==> src/lffg_pkg.sv <==
// Shared types, constants and helpers of the lagged Fibonacci fraction generator.
// No dependencies; every other file of the block imports this package.
`timescale 1ns / 1ps
`default_nettype none

package lffg_pkg;

   localparam int LONG_LAG       = 100;
   localparam int SHORT_LAG      = 37;
   localparam int LAG_GAP        = LONG_LAG - SHORT_LAG;
   localparam int SCRATCH_LEN    = LONG_LAG + LONG_LAG - 1;
   localparam int BATCH_LEN_DEF  = 1009;
   localparam int STREAM_SEP_DEF = 70;
   localparam int FRAC_W         = 52;
   localparam int SEED_W         = 30;
   localparam int RING_AW        = 7;
   localparam int SCR_AW         = 8;
   localparam int QUEUE_DEPTH    = 2;
   localparam int QUEUE_AW       = 1;

   localparam logic ACTION_DRAW = 1'b0;
   localparam logic ACTION_SEED = 1'b1;

   typedef struct packed {
      logic              do_seed;
      logic              do_draw;
      logic [SEED_W-1:0] seed;
   } lffg_cmd_type;

   typedef struct packed {
      logic               en;
      logic [RING_AW-1:0] addr;
      logic [FRAC_W-1:0]  data;
   } lffg_ring_wr_type;

   typedef struct packed {
      logic              start;
      logic [SEED_W-1:0] seed;
   } lffg_seed_req_type;

   // sum of two fractions mod 1
   function automatic logic [FRAC_W-1:0] add_frac(input logic [FRAC_W-1:0] a,
                                                 input logic [FRAC_W-1:0] b);
      logic [FRAC_W:0] sum;
      sum = {1'b0, a} + {1'b0, b};
      return sum[FRAC_W-1:0];
   endfunction

endpackage

`default_nettype wire

==> src/lffg_queue.sv <==
// Short command queue between front and back end.
// Depends on lffg_pkg for the command type and depth.
`timescale 1ns / 1ps
`default_nettype none

module lffg_queue import lffg_pkg::*; (
   input  wire logic          clock,
   input  wire logic          reset,
   input  wire lffg_cmd_type  in_cmd,
   input  wire logic          in_valid,
   output logic               in_ready,
   output lffg_cmd_type       out_cmd,
   output logic               out_valid,
   input  wire logic          out_ready
);

   lffg_cmd_type        q_mem [QUEUE_DEPTH];
   logic [QUEUE_AW-1:0] wr_ptr_ff, wr_ptr_in;
   logic [QUEUE_AW-1:0] rd_ptr_ff, rd_ptr_in;
   logic [QUEUE_AW:0]   count_ff, count_in;
   logic                push, pop;

   assign in_ready  = count_ff != (QUEUE_AW+1)'(QUEUE_DEPTH);
   assign out_valid = count_ff != '0;
   assign out_cmd   = q_mem[rd_ptr_ff];
   assign push      = in_valid && in_ready;
   assign pop       = out_valid && out_ready;

   always_comb begin
      wr_ptr_in = push ? wr_ptr_ff + 1'b1 : wr_ptr_ff;
      rd_ptr_in = pop ? rd_ptr_ff + 1'b1 : rd_ptr_ff;
      count_in  = count_ff;
      if (push && !pop) begin
         count_in = count_ff + 1'b1;
      end else if (pop && !push) begin
         count_in = count_ff - 1'b1;
      end
   end

   always_ff @(posedge clock) begin
      if (push) begin
         q_mem[wr_ptr_ff] <= in_cmd;
      end
   end

   always_ff @(posedge clock) begin
      if (reset) begin
         wr_ptr_ff <= '0;
         rd_ptr_ff <= '0;
         count_ff  <= '0;
      end else begin
         wr_ptr_ff <= wr_ptr_in;
         rd_ptr_ff <= rd_ptr_in;
         count_ff  <= count_in;
      end
   end

endmodule

`default_nettype wire

==> config.mk <==
export PLATFORM = sky130hd
export DESIGN_NAME = lffg_queue
export DESIGN_NICKNAME = d
export VERILOG_FILES = /design/src/lffg_pkg.sv /design/src/lffg_queue.sv
export SDC_FILE = /design/constraint.sdc
export NUM_CORES = 1
export LEC_CHECK = 0
export ABC_AREA = 1
export BUFFER_PORTS_ARGS = -buffer_cell sky130_fd_sc_hd__buf_2
export CAP_MARGIN = 10
export CORE_MARGIN = 4
export CORE_UTILIZATION = 35
export CTS_CLUSTER_DIAMETER = 40
export DETAILED_ROUTE_END_ITERATION = 16
export HOLD_SLACK_MARGIN = 0.15
export PLACE_DENSITY_LB_ADDON = 0.08
export SYNTH_ARGS = -nofsm -noshare
export SYNTH_HDL_FRONTEND = slang
export SYNTH_SLANG_ARGS = --single-unit
==> constraint.sdc <==
create_clock -name clock -period 3.3 [get_ports clock]
set_clock_uncertainty 0.15 [all_clocks]
set_input_delay 0.66 -clock clock [delete_from_list [all_inputs] [get_ports clock]]
set_output_delay 0.66 -clock clock [all_outputs]
set_load 0.05 [all_outputs]
# == Word-level counts from Yosys, hierarchy flattened ==
# Memories as Yosys holds them, arrays and structs flattened. A register that Yosys moved wholly into a read port is not among the register bits.
# Cells that the tools add are included.
# op_classes
n_addsub,4
eq_ne,1
reduce_logical,8
mux,6
# ops
op,n
$logic_and A1 B1 Y1,4
$mux W1,4
$mux W2,2
$reduce_bool A2 Y1,2
$add A1 B1 Y1 const B,2
$add A2 B1 Y2 const B,1
$logic_not A1 Y1,2
$ne A2 B2 Y1 const B,1
$sub A2 B1 Y2 const B,1
# word_totals
regBits,4
ramBits,64
memories,1
input_bits,36
output_inout_bits,34
elab_cells,23
# memory_table
memory,depth,width,read_ports,rd_ports_with_merged_regs,write_ports,line_no,text
q_mem,2,32,1,1,1,lffg_queue.sv:17,lffg_cmd_type q_mem [QUEUE_DEPTH];

# == Depth between registers and ports, before layout ==
# Gate-level depths: netlist of run 1.
# logic_depth
word_depth,6
depth_mapped,11

# == Worst setup path before layout of run 1 ==
# Ideal clock, no wire load.
# synth_timing
kind,register to register
from,register count_ff[0]
to,memory q_mem[0][0] in the netlist's numbering (enable)
arrival_time_ns,2.299
stages_incl_launch_ff,5
t_required_ns,2.729
n_path_buf,0
period_less_slack_ns,2.870
setup_slack_ns,0.430
setup_time_ns,0.421
cell_sequence,dfxtp_1 -> inv_1 -> nand2_1 -> nand2_1 -> nor2_1
# synth_via
elab_chain_cells,4
# synth_lines
element,line_no,text
start: declaration,lffg_queue.sv:20,"logic [QUEUE_AW:0] count_ff, count_in;"
start signal: assignment,lffg_queue.sv:54,count_ff <= count_in;
$ne A2 B2 Y1,lffg_queue.sv:23,assign in_ready = count_ff != (QUEUE_AW+1)'(QUEUE_DEPTH);
via in_ready,lffg_queue.sv:11,"output logic in_ready,"
$logic_and A1 B1 Y1,lffg_queue.sv:26,assign push = in_valid && in_ready;
$mux W1,lffg_queue.sv:41,if (push) begin
$mux W1 (implied by the code),lffg_queue.sv:42,q_mem[wr_ptr_ff] <= in_cmd;
end: declaration,lffg_queue.sv:17,
# The timed path passes the listed nets, and every way through them passes these cells.

==> results.md, run 1 <==
- R2R Setup Slk: around 1400 ps
- Final setup vio count: 0
- Maxcap violations: 0
- Max incr delay on CP: about 650 ps
- Critical Path RT: approximately 2500 ps
- Antenna cells: 0
- Achievable frequency: roughly 380 MHz
- CTS tree: done
- Critical path type: flip-flop to output port
- Layout Nets: 253
- Ys Warns: 0
- Yosys reg bits: 69
- Tcrit/Tclk final: 0.7920
- Maximum VDD drop: between 0.3 and 0.4 mV
- Pwr per Cell Area: 848.4 mW/mm^2
- Pre-antenna DRT Iters: 4
- R2r worst-path depth: 5
- Total wire length: just under 5000 um
- Root Driver: clkbuf_8
- Max FO, Critical Path: 19
- Total CTS buffers: 9
- Core area: 0.007370 sq mm
- Rows: 31
- Pleak: 1.334 nW
- Cells after DPL: roughly 300
- Post-Syn Area: approximately 0.0027 sq mm
- Post-synthesis cell count: 137
- Global Route Usage Sum: 0.1122
- Startpoint Class: flip-flop
- RR Startpoint: count_ff[0]
- Slew @ Worst Pin: ~500 ps
- Via Count: between 1000 and 1500
- Worst EP arrival: approximately 1800 ps
- Largest delay share family, worst path: flip-flops
- CP max-delay cell: dfxtp_2
- Vias per inst: 4.372
- Minimum clock period: 2614 ps
- Net Count, Synth: 174
- CP Buf/Inv Count: 2
- Hold depth: 1
- Post-cts sizing count: 0
- Die width: 95.92 um
- Hold Buf Count CTS: 0
- WL/cell: around 15 um
- Bufs on Longest Clock Path: 2
- Initial DRC Count: 32
- Initial Util: 0.3671
- Final Hold Viols: 0
- Gp weighted congestion: about 0.66
- Clock Sinks: slightly below 70
- Initial antenna violation count: 0
- FILL cells: 693
- CTS clk-pin slew, worst paths: ~70 ps
- R2r endpoint: q_mem[0][9]
- Worst Hold Class: primary input to flip-flop
- Slew Limit Fails: 0
- RSZ-0062 raised after global routing: no
- Hold Path Origin: in_cmd[12]
- Largest net degree at the start of global routing: 20
- First-pass GRT wire length: 7300 um
- Setup Fix Bufs, Post-CTS: 0
- Register area share after synthesis: 0.7475
- IO Port Bufs: 69
- Worst setup EP type: output port
- Critical-path cell list: buf_12 > mux2_2 > buf_2
- Clk Latency, worst-skew pair: about 330 ps
- Die area: slightly above 0.009 sq mm
- Hold EP: q_mem[0][12]
- Syn Area/Cell: about 20 sq um
- Fraction of layout cells with a size suffix above 1: 0.5430
- Status: completed
- Non-filler cells, final: between 300 and 400
- Synth-to-Final Area Change: 23.36%
- Num ports: 70
- Slew HR: 0.6639
- Vias in the first global route: 1524
- Post-synthesis cell type count: 14
- DRC viols: 0
- HPWL after DPL: between 3000 and 4000 um
- H-tree levels: 3
- ANT nets after route: 0
- Die Ht: about 96 um
- GR Overflow Total: 0
- Setup TNS: 0 ps
## state kept, by name, summed over array words and instances, names as in the netlist, named ones only
signal and count:
count_ff 2, q_mem 64, rd_ptr_ff 1, wr_ptr_ff 1
## report_power, final
group          internal, W  leakage (nW)  switching, W  total (W)
registers          0.00111         0.639     0.0000627    0.00117
logic             0.000325         0.605      0.000703    0.00103
clock network     0.000344        0.0907      0.000288   0.000632
## worst max-delay path by stage
| stage | from | slack, ps | endpoint | cells past startpoint |
|---|---|---|---|---|
| after floorplan | count_ff[0] | 430 | q_mem[0][0] | 4 |
| after global placement | flip-flop | 1050 | out_cmd[12] | 3 |
| after detailed placement | flip-flop | 1030 | out_cmd[12] | 3 |
| after CTS | flip-flop | 650 | out_cmd[12] | 3 |
| after global routing | flip-flop | 590 | out_cmd[12] | 3 |
| final | flip-flop | 690 | out_cmd[12] | 3 |
## placed cells by master, fill, tap and decap left out, drive strengths merged
cell,count
dfxtp,5
buf,72
edfxtp,64
nand4,1
bufinv,1
clkbuf,11
nand3,2
clkinv,3
ha,1
clkinvlp,1
inv,8
a21oi,2
nor2,7
nand2,9
mux2,32
o21ai,2
## through the flow
step / power (W) / setup slack, ps / util / instance area, sq um / hold slack [ps]
after global routing: 0.002967 / 591.6 / 0.4528 / 3337 / 332.9
after detailed placement: 0.002232 / 1026 / 0.4280 / 3154 / 355.5
after CTS: 0.002871 / 653.7 / 0.4528 / 3337 / 346.4
final: 0.002831 / 686.3 / 0.4528 / 3337 / 366.5
after global placement: 0.002207 / 1054 / 0.4280 / 3154 / 340.5
after floorplan: 0.002045 / 429.9 / - / 2705 / 314.5
## worst register-to-register path: stages, from the launching register on
cell and delay [ps]:
dfxtp_1 320, inv_1 80, nand2_1 90, nand2_1 160
nor2_4 400, buf_4 360
## metal layers
| layer | vias up | GRT usage | routed length [um] |
|---|---|---|---|
| met1 | 678 | 0.1102 | 1821 |
| met2 | 46 | 0.2015 | 2603 |
| met4 | 0 | 0.05687 | 82 |
| li1 | 668 | - | - |
| met5 | - | 0 | 0 |
| met3 | 7 | 0.04613 | 323 |
## area by class of cell
type                       instances  area [sq um]  share of cell area
tap                               99         123.9             0.03712
clock buffer                      11         131.4             0.03937
inverter                           8         30.03            0.008999
timing repair buffer              72         380.4              0.1140
sequential                        69          2023              0.6063
clock inverter                     5         51.30             0.01537
multi-input combinational         56         596.8              0.1789
## cells in the mapped netlist
cell type	count	share of area
nor2_1	7	0.0097
a21oi_1	2	0.0037
dfxtp_1	5	0.037
nand2_1	9	0.012
o21ai_0	2	0.0037
mux2_4	30	0.17
buf_6	1	0.0042
nand3_1	2	0.0037
mux2_2	2	0.0083
nand4_1	1	0.0023
edfxtp_1	64	0.71
inv_1	8	0.011
buf_12	3	0.022
ha_1	1	0.0046
## cell families (layout without fill, tap and decap cells)
logic type,Yosys count,in the layout,synth area share
flip-flops,69,69,0.7475
buffers and inverters,12,96,0.03747
multiplexers,32,32,0.1748
adder cells (fa/ha/maj),1,1,0.004625
AND/OR/NAND/NOR,19,19,0.02822
AO/OA/AOI/OAI,4,4,0.007401
Power figures use the tool's default switching activity.
==> run 2, diff against run 1 <==
==> constraint.sdc (replaced) <==
create_clock -name clock -period 2.3 [get_ports clock]
set_clock_uncertainty 0.15 [all_clocks]
set_input_delay 0.46 -clock clock [delete_from_list [all_inputs] [get_ports clock]]
set_output_delay 0.46 -clock clock [all_outputs]
set_load 0.05 [all_outputs]
==> run 2 against run 1 <==
- via count is 2.9% lower
- combinational power is 48% higher
- register-to-register slack worse by 890 ps
- routed wire length is 5.1% lower
- power is 41% higher
==> results.md, run 2 (synthesis gave the netlist of run 1 again) <==
- Maxcap violations: 0 (unchanged)
- Vias per inst: 4.191 (-4.1%)
- Slew Limit Fails: 0 (unchanged)
- Final Hold Viols: 0 (unchanged)
- Layout Nets: 257 (+1.6%)
- Pwr per Cell Area: 1189 mW/mm^2 (+40%)
- Bufs on Longest Clock Path: 2 (unchanged)
- Via Count: 1358 (-2.9%)
- ANT nets after route: 0 (unchanged)
- Register area: 0.002023 sq mm (unchanged)
- R2r worst-path depth: 10 (+5)
- Root Driver: clkbuf_8
- IO Port Bufs: 69 (unchanged)
- Die Ht: 95.92 um (unchanged)
- Status: completed
- Max FFs per register: 64 (unchanged)
- Commonest cells after routing, fill and taps aside: 69 x buf_2, 64 x edfxtp_1, 30 x mux2_4
- Total CTS buffers: 9 (unchanged)
- Critical-path cell list: buf_12 > mux2_2 > buf_2
- Clk Latency, worst-skew pair: 320 ps (about the same)
- RSZ-0062 raised after global routing: no
- Final Cell Area: 0.003362 sq mm (+0.75%)
- Final worst setup slack: 205.6 ps (-480.7 ps)
- Hold depth: 1 (unchanged)
- Pleak: 1.353 nW (+1.4%)
- Rows: 31 (unchanged)
- CTS tree: done
- Critical path type: flip-flop to output port
- Core area: 0.007370 sq mm (unchanged)
- GR Overflow Total: 0 (unchanged)
- Die area: 0.009200 sq mm (unchanged)
- WL/cell: 14.15 um (-6.3%)
- Max FO, Critical Path: 32 (+13)
- Multi-input gate area: 596.8 sq um (unchanged)
- Antenna cells: 0 (unchanged)
- Final setup vio count: 0 (unchanged)
- R2r endpoint: count_ff[1]
- Worst Hold Class: primary input to flip-flop
- Top Registers: q_mem x64, count_ff x2
- Setup TNS: 0 ps (unchanged)
- FILL cells: 688 (-0.72%)
- Maximum VDD drop: 0.5897 mV (+77%)
- Worst EP arrival: 1480 ps (-320 ps)
- Hold slack: 171.2 ps (-195.4 ps)
- Initial DRC Count: 35 (+9.4%)
- Clock Sinks: 69 (unchanged)
- Largest delay share family, worst path: buffers and inverters
- Initial antenna violation count: 0 (unchanged)
- Startpoint Class: flip-flop
- CP Buf/Inv Count: 2 (unchanged)
- Cells after DPL: 306 (+0.66%)
- Non-filler cells, final: 324 (+1.3%)
- RR Startpoint: count_ff[0]
- Initial Util: 0.3671 (unchanged)
- Worst setup EP type: output port
- Gp weighted congestion: 0.6761 (+1.9%)
- R2R Setup Slk: 510 ps (-890 ps)
- Global Route Usage Sum: 0.1059 (-0.006311)
- CP max-delay cell: mux2_2
- Pre-antenna DRT Iters: 4 (unchanged)
- Tcrit/Tclk final: 0.9106
- Top reg by flops: q_mem
- Achievable frequency: between 400 and 500 MHz
- Total wire length: 4583 um (-5.1%)
- Max incr delay on CP: 370 ps (-280 ps)
- Commonest non-fill, non-tap cell in the layout: buf_2
- Fraction of layout cells with a size suffix above 1: 0.5422 (-0.0007642)
- CTS clk-pin slew, worst paths: 70 ps (about the same)
- Slew HR: 0.8220 (+0.1580)
- H-tree levels: 3 (unchanged)
- Place WS: 443.8 ps (-582.1 ps)
- Hold Path Origin: in_cmd[9]
- HPWL after DPL: 3239 um (-6.2%)
- Critical Path RT: 1690 ps (-800 ps)
- DP Area: 0.003169 sq mm (+0.48%)
- Synth-to-Final Area Change: 24.28%
- First-pass GRT wire length: 7058 um (-3.3%)
- Hold EP: q_mem[1][9]
- Num ports: 70 (unchanged)
- Vias in the first global route: 1491 (-2.2%)
- Die width: 95.92 um (unchanged)
- DRC viols: 0 (unchanged)
- Minimum clock period: approximately 2100 ps
- Slew @ Worst Pin: 266.4 ps (-237.7 ps)
- Largest net degree at the start of global routing: 33 (+65%)
run 2: cell types whose count changed in the layout (fill, tap and decap cells not counted), sizes merged:
cell         previous run  this run
bufinv                  1         0
buf                    72        74
clkinvlp                1         0
clkinv                  3         2
clkbuf                 11        14
dlygate4sd3             0         2
run 2: cell type report:
class | count | area share
Tap cell | 99 | 0.03684
Clock inverter | 2 | 0.002977
Clock buffer | 14 | 0.04838
Multi-Input combinational cell | 56 | 0.1775
Sequential cell | 69 | 0.6018
Inverter | 8 | 0.008932
Timing Repair Buffer | 76 | 0.1236
run 2: layer usage:
metal | share of wire | global-route usage | wire length (um) | vias to the layer above
met5 | 0 | 0 | 0 | -
met4 | 0.014 | 0.06398 | 65 | 0
met3 | 0.066 | 0.03440 | 303 | 6
met2 | 0.51 | 0.1772 | 2356 | 44
met1 | 0.41 | 0.1169 | 1858 | 629
li1 | - | - | - | 679
run 2: how the worst max path moves through the flow:
stage	from	endpoint	slack [ps]	cells after the start
finish	flip-flop	out_cmd[12]	210	3
CTS	flip-flop	out_cmd[12]	170	3
global route	flip-flop	out_cmd[12]	130	3
global placement	flip-flop	out_cmd[11]	540	3
floorplan	count_ff[0]	q_mem[0][0]	-70	4
detailed placement	in_valid	count_ff[1]	440	9
run 2: stage by stage:
step | util | total power, W
final | 0.4562 | 0.003997
after global routing | 0.4562 | 0.004196
after CTS | 0.4548 | 0.004063
after detailed placement | 0.4301 | 0.003209
after global placement | 0.4301 | 0.003169
after floorplan | - | 0.002933
run 2: timing repair:
action,in CTS,in global routing
resized for setup,0,0
setup buffers,0,0
hold buffers,1,1
endpoints found under the hold margin,1,2
setup endpoints to repair,0,0
run 2: where the power goes:
group | switching (W) | internal (W)
clock network | 0.000388 | 0.000448
registers | 0.0000533 | 0.00159
logic | 0.00104 | 0.000479
total | 0.00148 | 0.00252
run 2: worst register-to-register path: cells and delay by family, from the launching register on:
kind	cells	cell delay (ps)
buffers and inverters	4	350
adders and majority gates	1	340
and+or+nand+nor	5	580
DFF	1	310
==> run 3, diff against run 2 <==
--- a/config.mk
+++ b/config.mk
@@ -14,6 +14,7 @@
 export DETAILED_ROUTE_END_ITERATION = 16
 export HOLD_SLACK_MARGIN = 0.15
 export PLACE_DENSITY_LB_ADDON = 0.08
+export RECOVER_POWER = 25
 export SYNTH_ARGS = -nofsm -noshare
 export SYNTH_HDL_FRONTEND = slang
 export SYNTH_SLANG_ARGS = --single-unit
==> constraint.sdc (replaced) <==
create_clock -name clock -period 2.36 [get_ports clock]
set_clock_uncertainty 0.15 [all_clocks]
set_input_delay 0.472 -clock clock [delete_from_list [all_inputs] [get_ports clock]]
set_output_delay 0.472 -clock clock [all_outputs]
set_load 0.05 [all_outputs]
==> run 3 against run 2 <==
- first-iteration DRC count up 71%
- cell area fell by 0.89%
- sequential power barely moved
- critical path depth stayed put
- clock power decreased by 10%
- combinational power down 3%
- global-route usage rose by 0.61 points
- critical endpoint unchanged
==> results.md, run 3 (synthesis gave the netlist of run 1 again) <==
- Vias in the first global route: 1551 (+4.0%)
- Initial Util: 0.3671 (unchanged)
- Total CTS buffers: 9 (unchanged)
- Slew HR: 0.7916 (-0.03034)
- Die width: 95.92 um (unchanged)
- Via Count: 1386 (+2.1%)
- RSZ-0062 raised after global routing: no
- Core area: 0.007370 sq mm (unchanged)
- Worst EP arrival: 1600 ps (+120 ps)
- Top reg by flops: q_mem
- Commonest non-fill, non-tap cell in the layout: edfxtp_1
- Clock Sinks: 69 (unchanged)
- Post-cts sizing count: 0 (unchanged)
- Slew Limit Fails: 0 (unchanged)
- DRC viols: 0 (unchanged)
- R2r worst-path depth: 10 (unchanged)
- Pleak: 1.319 nW (-2.5%)
- Maxcap violations: 0 (unchanged)
- Synth-to-Final Area Change: 23.17%
- Tcrit/Tclk final: 0.9398
- Fraction of layout cells with a size suffix above 1: 0.5045 (-0.03776)
- IO Port Bufs: 69 (unchanged)
- Clk Latency, worst-skew pair: 320 ps (about the same)
- Max FO, Critical Path: 13 (-59%)
- Achievable frequency: ~450 MHz
- Hold depth: 1 (unchanged)
- GR Overflow Total: 0 (unchanged)
- Total wire length: 4784 um (+4.4%)
- Root Driver: clkbuf_8
- Final Hold Viols: 0 (unchanged)
- R2R Setup Slk: 590 ps (+80 ps)
- Die area: 0.009200 sq mm (unchanged)
- Global Route Usage Sum: 0.1120 (+0.006124)
- Maximum VDD drop: 0.5025 mV (-15%)
- Fin util: 0.4521 (-0.004075)
- Minimum clock period: 2218 ps
- CTS clk-pin slew, worst paths: 70 ps (about the same)
- Gp weighted congestion: 0.6386 (-5.5%)
- Non-filler cells, final: 323 (-0.31%)
- CTS tree: done
- Pwr per Cell Area: 1156 mW/mm^2 (-2.8%)
- Die Ht: 95.92 um (unchanged)
- Initial antenna violation count: 0 (unchanged)
- Max FFs per register: 64 (unchanged)
- Bufs on Longest Clock Path: 2 (unchanged)
- Worst setup EP type: output port
- Final setup vio count: 0 (unchanged)
- Startpoint Class: flip-flop
- Critical Path RT: 1740 ps (+50 ps)
- Hold slack: 189.4 ps (+18.23 ps)
- Pre-antenna DRT Iters: 4 (unchanged)
- ANT nets after route: 0 (unchanged)
- Status: completed
- Setup Fix Bufs, Post-CTS: 0 (unchanged)
- Hold Path Origin: in_cmd[21]
- Antenna cells: 0 (unchanged)
- RR Startpoint: count_ff[0]
- Cells after DPL: 307 (+0.33%)
- Vias per inst: 4.291 (+2.4%)
- FILL cells: 673 (-2.2%)
- Hold Buf Count CTS: 0 (-1)
- Rows: 31 (unchanged)
- Final Power: 0.003853 W (-3.6%)
- Num ports: 70 (unchanged)
- Initial DRC Count: 60 (+71%)
- First-pass GRT wire length: 7376 um (+4.5%)
- H-tree levels: 3 (unchanged)
- Commonest cells after routing, fill and taps aside: 64 x edfxtp_1, 61 x buf_2, 30 x mux2_4
- Layout Nets: 256 (-0.39%)
- HPWL after DPL: 3529 um (+9.0%)
- Critical path type: flip-flop to output port
- Largest net degree at the start of global routing: 20 (-39%)
- R2r endpoint: count_ff[1]
- WL/cell: 14.81 um (+4.7%)
- Top Registers: q_mem x64, count_ff x2
- Slew @ Worst Pin: 312.6 ps (+46.15 ps)
- Hold EP: q_mem[0][21]
- Worst Hold Class: primary input to flip-flop
==> run 3: cell types whose count changed in the layout (fill, tap and decap cells not counted) <==
cell and delta:
clkbuf_1 +10, buf_2 -8, clkbuf_8 -2, dlygate4sd3_1 -2, buf_12 +1
==> run 3: worst max path at each step <==
stage / endpoint / slack [ps] / depth (start not counted)
global placement: out_cmd[11] / 490 / 3
global route: out_cmd[12] / 40 / 3
floorplan: q_mem[0][0] / -510 / 4
CTS: out_cmd[12] / 90 / 3
detailed placement: out_cmd[12] / 450 / 3
finish: out_cmd[12] / 140 / 3
==> run 3: cell type report <==
| class | count | area, sq um | area share |
|---|---|---|---|
| tap | 99 | 123.9 | 0.03718 |
| multi-input combinational | 56 | 596.8 | 0.1791 |
| clock inverter | 2 | 10.01 | 0.003004 |
| sequential | 69 | 2023 | 0.6072 |
| timing repair buffer | 75 | 405.4 | 0.1217 |
| clock buffer | 14 | 142.6 | 0.04281 |
| inverter | 8 | 30.03 | 0.009012 |
==> run 3: through the flow <==
step                      setup TNS, ps  area (sq um)  worst slack (ps)
final                                 0          3332             142.1
after global routing                  0          3332             42.27
after CTS                             0          3342             86.08
after detailed placement              0          3189             454.7
after floorplan                  -32650          2705            -510.1
after global placement                0          3189             486.3
==> run 3: report_power, final <==
part	switching, W	internal [W]
clock network	0.000372	0.000380
logic	0.000997	0.000480
registers	0.0000742	0.00155
total	0.00144	0.00241
==> run 3: critical path, stage by stage (launching register included) <==
cell and delay [ps]:
dfxtp_2 520, buf_12 210, mux2_2 340, buf_2 210
==> run 3: per-layer routing <==
metal | routed length (um) | part of all wire | vias to the layer above | track usage
li1 | - | - | 675 | -
met1 | 1693 | 0.35 | 666 | 0.1172
met2 | 2710 | 0.57 | 41 | 0.1951
met3 | 328 | 0.069 | 4 | 0.03831
met4 | 52 | 0.011 | 0 | 0.06398
met5 | 0 | 0 | - | 0
